`src/sv/km2d_pkg.sv`:
```
// ----------------------------------------------------------------------------
// km2d_pkg
// Shared types and constants of the 2D k-means iteration unit.
// ----------------------------------------------------------------------------
package km2d_pkg;

    localparam int MaxMeans  = 16;
    localparam int MaxPoints = 1024;
    localparam int IdxW      = $clog2(MaxMeans);
    localparam int CntW      = $clog2(MaxPoints + 1);
    localparam int SumW      = 32 + CntW + 1;
    localparam int DistW     = 65;

    // configuration register indexes
    localparam logic [1:0] CfgStartX = 2'd0;
    localparam logic [1:0] CfgStartY = 2'd1;
    localparam logic [1:0] CfgStartZ = 2'd2;

    typedef struct packed {
        logic signed [31:0] pos_x;
        logic signed [31:0] pos_y;
        logic signed [31:0] pos_z;
        logic [4:0]         cluster_count;
        logic               last_point;
    } t_point;

    typedef struct packed {
        logic [3:0]         mean_index;
        logic signed [31:0] mean_x;
        logic signed [31:0] mean_y;
        logic signed [31:0] mean_z;
        logic               last_mean;
    } t_mean;

    // divider control/status
    typedef struct packed {
        logic                   start;
        logic signed [SumW-1:0] dividend;
        logic [CntW-1:0]        divisor;
    } t_div_req;

    typedef struct packed {
        logic               done;
        logic signed [31:0] quotient;
    } t_div_rsp;

endpackage

```
`src/sv/km2d_div.sv`:
```
// ----------------------------------------------------------------------------
// km2d_div
// Signed restoring divider, one quotient bit per cycle, truncates toward zero.
// ----------------------------------------------------------------------------
module km2d_div
    import km2d_pkg::*;
(
    input  logic     i_clk,
    input  logic     i_rst_n,
    input  t_div_req i_req,
    output t_div_rsp o_rsp
);

    localparam int StepW = $clog2(SumW + 1);

    logic [SumW-1:0]  r_quo, n_quo;
    logic [SumW:0]    r_rem, n_rem;
    logic [CntW-1:0]  r_den;
    logic             r_neg;
    logic [StepW-1:0] r_step;
    logic             r_busy, r_done;
    logic [SumW:0]    w_trial;
    logic [SumW-1:0]  w_mag, w_res;

    // magnitude of the dividend
    assign w_mag   = i_req.dividend[SumW-1] ? SumW'(-i_req.dividend) : i_req.dividend;
    assign w_trial = {r_rem[SumW-1:0], r_quo[SumW-1]};

    always_comb begin
        n_quo = {r_quo[SumW-2:0], 1'b0};
        n_rem = w_trial;
        if (w_trial >= (SumW+1)'(r_den)) begin
            n_rem    = w_trial - (SumW+1)'(r_den);
            n_quo[0] = 1'b1;
        end
    end

    always_ff @(posedge i_clk) begin
        if (!i_rst_n) begin
            r_busy <= 1'b0;
            r_done <= 1'b0;
            r_step <= '0;
        end else begin
            r_done <= 1'b0;
            if (i_req.start) begin
                r_busy <= 1'b1;
                r_step <= StepW'(SumW - 1);
                r_quo  <= w_mag;
                r_rem  <= '0;
                r_den  <= i_req.divisor;
                r_neg  <= i_req.dividend[SumW-1];
            end else if (r_busy) begin
                r_quo <= n_quo;
                r_rem <= n_rem;
                if (r_step == '0) begin
                    r_busy <= 1'b0;
                    r_done <= 1'b1;
                end else begin
                    r_step <= r_step - 1'b1;
                end
            end
        end
    end

    assign w_res          = r_neg ? SumW'(-r_quo) : r_quo;
    assign o_rsp.done     = r_done;
    assign o_rsp.quotient = w_res[31:0];

endmodule

```
`config.mk`:
```
export PLATFORM = sky130hd
export DESIGN_NAME = km2d_div
export DESIGN_NICKNAME = d
export VERILOG_FILES = /design/src/sv/km2d_pkg.sv /design/src/sv/km2d_div.sv
export SDC_FILE = /design/constraint.sdc
export NUM_CORES = 1
export LEC_CHECK = 0
export BUFFER_PORTS_ARGS = -buffer_cell sky130_fd_sc_hd__buf_2
export CAP_MARGIN = 20
export CORE_ASPECT_RATIO = 1.1
export CORE_MARGIN = 2
export CORE_UTILIZATION = 51
export CTS_BUF_LIST = sky130_fd_sc_hd__clkbuf_2
export DETAILED_ROUTE_END_ITERATION = 6
export PLACE_DENSITY = 0.7
export SYNTH_ARGS = -nofsm -noshare
export SYNTH_HDL_FRONTEND = slang
export SYNTH_SLANG_ARGS = --single-unit
```
`constraint.sdc`:
```
create_clock -name i_clk -period 4.6 [get_ports i_clk]
set_clock_uncertainty 0.1 [all_clocks]
set_input_delay 0.46 -clock i_clk [delete_from_list [all_inputs] [get_ports i_clk]]
set_output_delay 0.46 -clock i_clk [all_outputs]
set_load 0.05 [all_outputs]
```
-- Word level (Yosys, flattened, before mapping)
Cells that the tools add are included.
- register bits after elaboration: 108
- bits of input ports: 58
- word-level logic and storage cells: 39
- $add $sub $neg: 4
- magnitude comparators: 1
- equal/unequal tests: 1
- multiplexer cells: 14
- bitwise logic cells: 3
- reductions and logical operators: 8
- operators by type and width (operator ; number):
    $mux W44 ; 5
    $ge A45 B11 Y1 ; 1
    $neg A44 Y44 ; 1
    $sub A44 B11 Y44 ; 1
    $mux W32 ; 1
    $neg A32 Y32 ; 1
    $mux W6 ; 3
    $reduce_and A2 Y1 ; 4
    $logic_not A6 Y1 ; 1
    $sub A6 B1 Y6 const B ; 1
    $mux W1 ; 5
    $not A1 Y1 ; 3
    $reduce_or A3 Y1 ; 1
    $ne A2 B2 Y1 const B ; 1
    $reduce_bool A2 Y1 ; 1
    $reduce_or A2 Y1 ; 1

-- Depth between registers and ports, before layout
Gate-level depths: netlist of the first run.
- word-level depth: 4
- gate-level depth with buffers: 12
- depth with buffers taken out: 11

-- Least setup slack after synthesis of the first run
OpenSTA, ideal clock, no wires.
- kind: input port to flip-flop
- from: input port i_req[55] (netlist name)
- to: register r_quo[0], enable pin
- arrival: 3.340 ns
- path slack: 0.706 ns
- stages: 4
- path buffers: 3
- cells stage by stage: clkbuf_1 > clkbuf_1 > clkbuf_1 > o21a_1
- word-level cells in the longest chain between the ends: 2
- RTL lines (item ; line ; RTL):
    start: declaration ; km2d_div.sv:10 ; input t_div_req i_req,
    $reduce_bool A2 Y1 (no line) ; - ;
    $reduce_and A2 Y1 (no line) ; - ;
    end signal: assignment ; km2d_div.sv:48 ; r_quo <= w_mag;
    end signal: assignment ; km2d_div.sv:53 ; r_quo <= n_quo;
    end: declaration ; km2d_div.sv:16 ; logic [SumW-1:0] r_quo, n_quo;
No other way between the ends.
A chain may end at the register's enable or synchronous reset.

==> results.md, run 1 <==
* Run status: complete, no violations
* Number of cells upsized or downsized after cts at 0
* R2R setup slack at 0.95 ns
* Power share of the clock group at 0.177
* Detail Route met2 WL at 8260 um
* Post-route DRC violation count at 0
* Residual overflow from global routing at 0
* Number of buffers on the longest clock path at 2
* Total Routing Usage GR at 0.227
* Cells after DPL at 989
* Cell chosen for the clock root: clkbuf_2
* Internal power at 1.47 mW
* Clock tree sinks at 108
* Switching power share of the total at 0.356
* Area fraction in compound gates after synthesis at 0.162
* Sequential element share of the synthesized area at 0.439
* Number of primary I/O pins at 91
* Required time of the worst setup path at 4.04 ns
* Max-cap violation count at 0
* Std-Cell Rows at 45
* Most instantiated cells after synthesis: edfxtp_1, a21oi_1, nor2_1
* TritonCTS clock tree: built
* Share of synthesized area spent on multiplexers at 0.0129
* Overall die width at 117 um
* Type of the worst setup path: reg2out
* CP endpoint kind: primary output
* Sequential share of power at 0.541
* Area added between synthesis and finish at 10.1%
* Post-synthesis area per instance at 9.63 sq um
* Critical path peak fanout at 4
* Number of antenna violations at the first check in global routing at 0
* Number of standard cells after synthesis at 748
* Cell taking the most area after synthesis: edfxtp_1
* Capturing instance or port of the critical path: o_rsp[31]
* Synthesized-area fraction occupied by and/or/nand/nor cells at 0.209
* Largest vdd supply drop at 0.137 mV
* Count of cell types in the netlist at 59
* Via count at 5,901
* Destination of the worst register-to-register timing path: r_rem[33]
* Highest metal used: met4
* Fraction of layout cells with a size suffix above 1 at 0.158
* Worst-case reg-to-reg path depth at 8
* Wire length after detailed routing at 16,300 um
* Asr flop ratio synth at 0
* Detailed route wirelength on metal3 at 848 um
* Final total power at 2.27 mW
* Final Hold Viols at 0
* Critical register-to-register path startpoint: r_rem[9]
* Headroom to the max-slew limit at 0.324
* Cell depth of the worst min-delay path at 3
* Post-synthesis share of cell area spent on full adders, half adders and majority gates at 0.0288
* Most used standard cell by instance count after synthesis: edfxtp_1
* PD cells at 287 nW/um^2
* Final #Nets at 898
* Post-synthesis register bit count at 108
* Worst-Margin Slew at 1.01 ns
* Achievable clock frequency at 0.241 GHz
* Share of the synthesized area in the top cell type at 0.417
* Final ANT Viol Nets at 0
* Port-buffer cells at 90
* Initial cell density of the core at 0.522
* Non-filler cells in the finished layout at 1,017
* Dominant combinational cell family by area after synthesis: simple AND/OR/NAND/NOR gates
* Total of fill cells in the finished design at 1,232
* DRT Pass-1 Iters at 5
* Clock network latency to the later pin of the worst-skew pair at 0.62 ns
* Die H at 129 um
* Cell area after technology mapping at 7200 sq um
* Core area at 13,800 sq um
* Number of enable flip-flop cells after synthesis at 100
* Unrepaired setup endpoints after global routing: no
* Arrival @ worst endpoint at 3.59 ns
* M1 wire length at 6910 um
* Maximum single-stage delay on the critical path at 0.48 ns
* Prevailing post-synth register cell: edfxtp_1
* Leakage Power at 2.80 nW
* Clock-pin transition on the worst setup and hold timing paths at 0.31 ns
* Switching pwr at 0.810 mW
* Post-synthesis net count at 822
* Iter 0 DRT Violations at 409
* Number of max-slew violations in the final report at 0
* CP max stage cell: edfxtp_1
* Min Clock Period, post-route at 4.15 ns
* Via-to-Cell Ratio at 5.80
* Maximum number of pins on one net before global-route repair at 77
* Worst path cell trace: or3_1 -> or3_1 -> or4_1 -> nor2_1 -> nand3_1 -> o41ai_1 -> xnor2_1 -> buf_2
* Number of global-route vias before repair at 5,729
* Wire length of the first global-routing pass at 27,200 um
* Clock buffers created by TritonCTS at 9
* CTS H-Tree Depth at 3
* HPWL after detailed placement at 11,500 um
* Xor/xnor cell area share of the yosys netlist at 0.109
* Type of element launching the critical path: flip-flop
* Crit path launch: r_quo[1]
* Gp weighted congestion at 0.897
* Crit share post-route at 0.903
* Warnings, synthesis at 0
* Synth area leaders: edfxtp_1, xor2_1, a21oi_1, xnor2_1, nor2_1
* Final cell utilization of the core at 0.575
* Cell type with the highest occurrence count on the critical path: or3_1
* Detailed-route wire length per cell at 16.0 um
* Summed negative setup slack over all endpoints at 0 ns
* Portion of total power attributed to combinational logic at 0.282
* Hold crit path type: in2reg
* Setup Viol. Count Final at 0
* Die Footprint at 15,100 sq um
* Count of inserted antenna diode cells at 0
-- critical path: cells and delay by family, from the launching register on --
| kind | cells | cell delay [ns] |
|---|---|---|
| compound gates | 1 | 0.33 |
| buf+inv | 1 | 0.28 |
| flops | 1 | 0.48 |
| xor+xnor | 1 | 0.17 |
| simple gates | 5 | 1.73 |
-- power by group through the flow --
| stage | logic, mW | registers, mW | clock network (mW) |
|---|---|---|---|
| after floorplan | 0.489 | 1.23 | 0 |
| after global placement | 0.616 | 1.25 | 0 |
| after detailed placement | 0.631 | 1.25 | 0 |
| after CTS | 0.642 | 1.23 | 0.414 |
| after global routing | 0.704 | 1.24 | 0.459 |
| final | 0.642 | 1.23 | 0.402 |
-- routing by layer --
metal,global-route usage,vias to the layer above
met3,0.0608,25
li1,-,2933
met2,0.381,133
met5,0,-
met1,0.284,2810
met4,0.0720,0
-- state kept, by name (all words and copies together) (netlist names) --
signal and flops:
r_neg 1, r_rem 44, r_den 11, r_done 1, r_busy 1, r_step 6, r_quo 44
-- timing repair --
item,CTS,global route
hold endpoints to repair,17,0
setup buffers,0,0
hold buffers,12,0
-- area by class of cell --
class                   count  area, sq um  share of cell area
multi-input cells         580         3770               0.476
flip-flops and latches    108         3160               0.399
repair buffers            105          596              0.0751
well taps                 188          235              0.0297
inverters                  20         75.1             0.00947
clock buffers              10         50.0             0.00631
clock inverters             6         37.5             0.00473
-- worst min-delay path by stage --
stage,to,startpoint
floorplan,r_done,r_busy
global placement,r_step[4],r_step[4]
detailed placement,r_done,r_busy
CTS,r_quo[37],i_req[48]
global route,r_quo[31],i_req[42]
finish,r_quo[37],i_req[48]
-- through the flow --
stage	area [sq um]	hold WS, ns	setup WS (ns)
3_5_place_dp	7720	0.422	1.07
6_report	7930	0.122	0.448
4_1_cts	7930	0.0591	0.380
3_3_place_gp	7720	0.424	1.14
2_1_floorplan	7200	0.399	0.706
5_1_grt	7930	0.0438	0.205
-- cell usage in the layout, fill, tap and decap left out, types with 8 or more instances in the layout --
master / synthesis / routed
nand3_1: 13 / 13
a21oi_1: 80 / 80
ha_1: 15 / 15
clkbuf_2: 0 / 10
nor3_1: 12 / 12
nand2b_1: 8 / 8
or4_1: 24 / 24
xor2_1: 50 / 50
inv_1: 20 / 20
nor4_1: 11 / 11
or3_1: 31 / 31
dlygate4sd3_1: 0 / 12
buf_2: 2 / 89
o31ai_1: 30 / 30
o21ai_0: 40 / 40
nor2b_1: 10 / 10
and3_1: 8 / 8
nand2_1: 53 / 53
nor2_1: 76 / 76
edfxtp_1: 100 / 100
xnor2_1: 40 / 40
o41ai_1: 11 / 11
dfxtp_1: 8 / 8
-- logic make-up after synthesis --
logic type / Yosys count
and+or+nand+nor: 279
AOI/OAI and AO/OA: 187
DFF: 108
xor gates and xnor gates: 90
buffers and inverters: 60
adders and majority gates: 16
muxes: 8
No activity file was read; power rests on OpenSTA's default activity.
==> inputs of run 2 (changes only) <==
==> constraint.sdc (replaced) <==
create_clock -name i_clk -period 5 [get_ports i_clk]
set_clock_uncertainty 0.1 [all_clocks]
set_input_delay 0.5 -clock i_clk [delete_from_list [all_inputs] [get_ports i_clk]]
set_output_delay 0.5 -clock i_clk [all_outputs]
set_load 0.05 [all_outputs]
==> run 2 against run 1 <==
  * First-iteration DRC count is 19% higher
  * Cell area is 0.33% higher
  * Routed wire length is 2.1% higher
  * Core utilization is 0.19 points higher
  * Highest routed layer unchanged
  * Combinational power is 7.9% lower
  * Total power is 5.1% lower
  * Die area stayed put
  * Sequential share of layout area is 0.13 points lower
  * Non-clock buffer count is 1 lower
  * Cell count stayed put
  * Largest cell class unchanged
  * Global-route usage is 0.44 points higher
  * Largest power group unchanged
  * Register-to-register slack better by 0.42 ns
==> results.md, run 2 (synthesis gave the netlist of run 1 again) <==
* HPWL after detailed placement at 11,700 um
* Worst hold slack at 0.0895 ns
* Post-route DRC violation count at 0
* Final ANT Viol Nets at 0
* Maximum number of pins on one net before global-route repair at 84
* Power share of the clock group at 0.201
* Critical path peak fanout at 4
* Number of global-route vias before repair at 5,882
* DP Worst Slack at 1.43 ns
* Setup Viol. Count Final at 0
* Internal power at 1.40 mW
* Crit share post-route at 0.864
* Summed negative setup slack over all endpoints at 0 ns
* DRT Pass-1 Iters at 5
* Max-cap violation count at 0
* Initial cell density of the core at 0.522
* Via count at 6,007
* Wire length after detailed routing at 16,700 um
* Die Footprint at 15,100 sq um
* Iter 0 DRT Violations at 488
* Overall die width at 117 um
* Run status: complete, no violations
* Cell chosen for the clock root: clkbuf_2
* Most used cells in the layout excluding fill and tap cells: edfxtp_1, buf_2, a21oi_1
* Wire length of the first global-routing pass at 27,800 um
* Clock-pin transition on the worst setup and hold timing paths at 0.33 ns
* Type of element launching the critical path: flip-flop
* Post CTS Setup Buffer Count at 0
* Largest vdd supply drop at 0.136 mV
* Leakage Power at 2.81 nW
* Hold crit path type: in2reg
* Clock buffers created by TritonCTS at 9
* Core area at 13,800 sq um
* Residual overflow from global routing at 0
* Leading registers by flop count: r_quo: 44 flops, r_rem: 44 flops, r_den: 11 flops
* CP endpoint kind: primary output
* Switching power share of the total at 0.353
* Via-to-Cell Ratio at 5.91
* Port-buffer cells at 90
* Headroom to the max-slew limit at 0.312
* Number of cells upsized or downsized after cts at 0
* Arrival @ worst endpoint at 3.72 ns
* Area added between synthesis and finish at 10.5%
* Final Hold Viols at 0
* Number of antenna violations at the first check in global routing at 1
* Number of primary I/O pins at 91
* Min Clock Period, post-route at 4.32 ns
* Required time of the worst setup path at 4.40 ns
* Clock tree sinks at 108
* Total Routing Usage GR at 0.231
* Worst-Margin Slew at 1.03 ns
* Worst Setup Slack, final at 0.681 ns
* Switching pwr at 0.762 mW
* Sequential share of power at 0.525
* CTS H-Tree Depth at 3
* Detailed-route wire length per cell at 16.4 um
* Number of max-slew violations in the final report at 0
* Fraction of layout cells with a size suffix above 1 at 0.161
* Number of buffers on the longest clock path at 2
* Gp weighted congestion at 0.872
* Clock network latency to the later pin of the worst-skew pair at 0.67 ns
* Achievable clock frequency at 0.232 GHz
* Type of the worst setup path: reg2out
* TritonCTS clock tree: built
* Die H at 129 um
* Std-Cell Rows at 45
* PD cells at 271 nW/um^2
* Most common library cell in the layout ignoring fill and taps: edfxtp_1
* Portion of total power attributed to combinational logic at 0.274
* Final #Nets at 897
* Unrepaired setup endpoints after global routing: no
## run 2: critical path: stages, from the launching register on
cell	delay [ns]
edfxtp_1	0.51
or3_1	0.41
or3_1	0.38
or4_1	0.48
nor2_1	0.25
nand3_1	0.17
o41ai_1	0.39
xnor2_1	0.17
buf_2	0.28
## run 2: power by group through the flow
| stage | logic (mW) | registers [mW] | clock network [mW] |
|---|---|---|---|
| 2_1_floorplan | 0.450 | 1.13 | 0 |
| 3_3_place_gp | 0.568 | 1.15 | 0 |
| 3_5_place_dp | 0.581 | 1.15 | 0 |
| 4_1_cts | 0.592 | 1.13 | 0.442 |
| 5_1_grt | 0.652 | 1.14 | 0.477 |
| 6_report | 0.591 | 1.13 | 0.434 |
## run 2: area by class of cell
type                    count  area (sq um)
diodes                      1          2.50
fillers                  1227          5840
well taps                 188           235
flip-flops and latches    108          3160
repair buffers            104           588
multi-input cells         580          3770
inverters                  20          75.1
clock inverters             7          73.8
clock buffers               9          45.0
## run 2: timing repair
action                                  CTS  global route
endpoints found under the setup margin    0             0
endpoints found under the hold margin    16             0
hold buffers                             12             0
## run 2: routing by layer
layer  track usage  vias up  share of wire
met5             0        -              0
met4        0.0775        0          0.017
met3        0.0528       24          0.064
met2         0.390      189           0.49
met1         0.292     2865           0.42
li1              -     2929              -
## run 2: worst paths after layout
kind              from        end  slack, ns  cells past startpoint
max           r_quo[0]  o_rsp[31]       0.68                      8
min          i_req[11]   r_quo[0]       0.09                      3
max reg2reg   r_rem[9]  r_rem[39]       1.37                      8
min reg2reg     r_busy     r_done       0.45                      1
## run 2: metrics by stage
stage	util	cell area, sq um	power, mW	cells
after floorplan	-	7200	1.58	748
after global placement	0.559	7710	1.72	988
after detailed placement	0.559	7710	1.73	988
after CTS	0.577	7950	2.17	1016
after global routing	0.577	7960	2.27	1017
final	0.577	7960	2.16	1017
==> inputs of run 3 (changes only) <==
--- a/config.mk
+++ b/config.mk
@@ -8,10 +8,11 @@
 export BUFFER_PORTS_ARGS = -buffer_cell sky130_fd_sc_hd__buf_2
 export CAP_MARGIN = 20
 export CORE_ASPECT_RATIO = 1.1
-export CORE_MARGIN = 2
+export CORE_MARGIN = 5
 export CORE_UTILIZATION = 51
 export CTS_BUF_LIST = sky130_fd_sc_hd__clkbuf_2
 export DETAILED_ROUTE_END_ITERATION = 6
+export MAX_ROUTING_LAYER = met4
 export PLACE_DENSITY = 0.7
 export SYNTH_ARGS = -nofsm -noshare
 export SYNTH_HDL_FRONTEND = slang
==> run 3 against run 2 <==
  * Register-to-register slack lost 0.04 ns
  * Core utilization decreased by 0.32 points
  * Global-route usage shrank 1.5 points
  * Largest cell class unchanged
  * Count of clock-buffer cells in the layout stayed put
  * Critical path type unchanged
  * Clock power decreased by 7.6%
  * Sequential share of layout area grew 0.056 points
  * Largest power group unchanged
==> results.md, run 3 (synthesis gave the netlist of run 1 again) <==
* Most common library cell in the layout ignoring fill and taps: edfxtp_1
* Number of cells upsized or downsized after cts at 0
* Leading registers by flop count: r_quo: 44 flops, r_rem: 44 flops, r_den: 11 flops
* Total Routing Usage GR at 0.216
* Max-cap violation count at 0
* Most used cells in the layout excluding fill and tap cells: edfxtp_1, buf_2, a21oi_1
* Overall die width at 123 um
* Wire length of the first global-routing pass at 28,200 um
* Type of element launching the critical path: flip-flop
* Initial cell density of the core at 0.520
* Setup Viol. Count Final at 0
* Clock tree sinks at 108
* Maximum number of pins on one net before global-route repair at 75
* Core area at 13,900 sq um
* Destination of the worst register-to-register timing path: r_rem[31]
* Critical register-to-register path startpoint: r_rem[9]
* M1 wire length at 7230 um
* Residual overflow from global routing at 0
* Hold path endpoint: r_quo[42]
* Wire length after detailed routing at 16,900 um
* Largest vdd supply drop at 0.149 mV
* Beginning of the worst hold path: i_req[53]
* Detail Route met2 WL at 8390 um
* Post-route DRC violation count at 0
* Type of the worst setup path: reg2out
* Unrepaired setup endpoints after global routing: no
* Arrival @ worst endpoint at 3.68 ns
* Clock-pin transition on the worst setup and hold timing paths at 0.33 ns
* Final cell utilization of the core at 0.574
* Detailed route wirelength on metal3 at 889 um
* Die H at 135 um
* Number of buffers on the longest clock path at 2
* Worst-case reg-to-reg path depth at 8
* Leakage Power at 2.80 nW
* Hold crit path type: in2reg
* DRT Pass-1 Iters at 5
* Worst path cell trace: or3_1 -> or3_1 -> or4_1 -> nor2_1 -> nand2_1 -> o41ai_1 -> xnor2_1 -> buf_2
* Crit share post-route at 0.856
* TritonCTS clock tree: built
* CTS H-Tree Depth at 3
* Clock network latency to the later pin of the worst-skew pair at 0.66 ns
* Final #Nets at 897
* Achievable clock frequency at 0.234 GHz
* Highest metal used: met4
* PD cells at 267 nW/um^2
* Iter 0 DRT Violations at 518
* Gp weighted congestion at 0.864
* Number of global-route vias before repair at 6,020
* Cell type with the highest occurrence count on the critical path: or3_1
* Required time of the worst setup path at 4.40 ns
* R2R setup slack at 1.33 ns
* CP max stage cell: edfxtp_1
* Min Clock Period, post-route at 4.28 ns
* Final ANT Viol Nets at 0
* Cell chosen for the clock root: clkbuf_2
* Fraction of layout cells with a size suffix above 1 at 0.159
* Final total power at 2.12 mW
* Number of max-slew violations in the final report at 0
* Number of primary I/O pins at 91
* Final Hold Viols at 0
* Area added between synthesis and finish at 10.3%
* Worst-Margin Slew at 0.981 ns
* Std-Cell Rows at 45
* Via count at 5,931
* Via-to-Cell Ratio at 5.83
* Summed negative setup slack over all endpoints at 0 ns
* Critical path peak fanout at 4
* Number of antenna violations at the first check in global routing at 1
* Maximum single-stage delay on the critical path at 0.52 ns
* Port-buffer cells at 90
* Detailed-route wire length per cell at 16.6 um
* Cell depth of the worst min-delay path at 3
* HPWL after detailed placement at 12,000 um
* Clock buffers created by TritonCTS at 9
* Headroom to the max-slew limit at 0.346
* Run status: complete, no violations
* Die Footprint at 16,600 sq um
* CP endpoint kind: primary output
[run 3: cell types whose count changed in the layout (fill, tap and decap cells not counted)]
cell       delta
bufinv_16     -1
clkinv_4      +1
clkinv_8      +1
clkinv_2      -2
clkinv_1      +1
[run 3: layout make-up]
class                   count  area [sq um]
well taps                 188           235
diodes                      1          2.50
clock inverters             7          62.6
flip-flops and latches    108          3160
inverters                  20          75.1
multi-input cells         580          3770
repair buffers            104           588
clock buffers               9          45.0
fillers                  1232          5910
[run 3: metal layers]
layer / global-route usage / vias up
li1: - / 2926
met1: 0.263 / 2802
met2: 0.357 / 170
met3: 0.0398 / 33
met4: 0.0775 / 0
met5: - / -
[run 3: worst max path at each step]
stage	start	to	slack, ns	cells past startpoint
after floorplan	i_req[55]	r_quo[0]	1.07	4
after global placement	r_rem[19]	r_rem[33]	1.52	7
after detailed placement	r_rem[9]	r_rem[2]	1.41	8
after global routing	r_quo[4]	o_rsp[31]	0.53	8
final	r_quo[4]	o_rsp[25]	0.72	8
after CTS	r_quo[4]	o_rsp[31]	0.68	8
[run 3: power breakdown]
group	internal, mW	switching (mW)
Sequential	1.07	0.0588
Combinational	0.205	0.386
Clock	0.0745	0.326
Total	1.35	0.771
[run 3: per-stage QoR]
stage          cells  setup WS, ns  hold slack, ns  cell area, sq um
3_5_place_dp     988          1.41           0.424              7710
2_1_floorplan    748          1.07           0.399              7200
3_3_place_gp     988          1.52           0.421              7710
5_1_grt         1017         0.529          0.0473              7940
4_1_cts         1016         0.683          0.0605              7940
6_report        1017         0.718           0.122              7940
[run 3: critical path, delay by kind of cell (launching register included)]
kind | cells | cell delay, ns
xor+xnor | 1 | 0.17
buf+inv | 1 | 0.29
flops | 1 | 0.52
compound gates | 1 | 0.39
simple gates | 5 | 1.68
[run 3: what timing repair did]
item	in CTS	in global routing
hold buffers	12	0
setup buffers	0	0
endpoints found under the hold margin	18	0
setup endpoints to repair	0	0
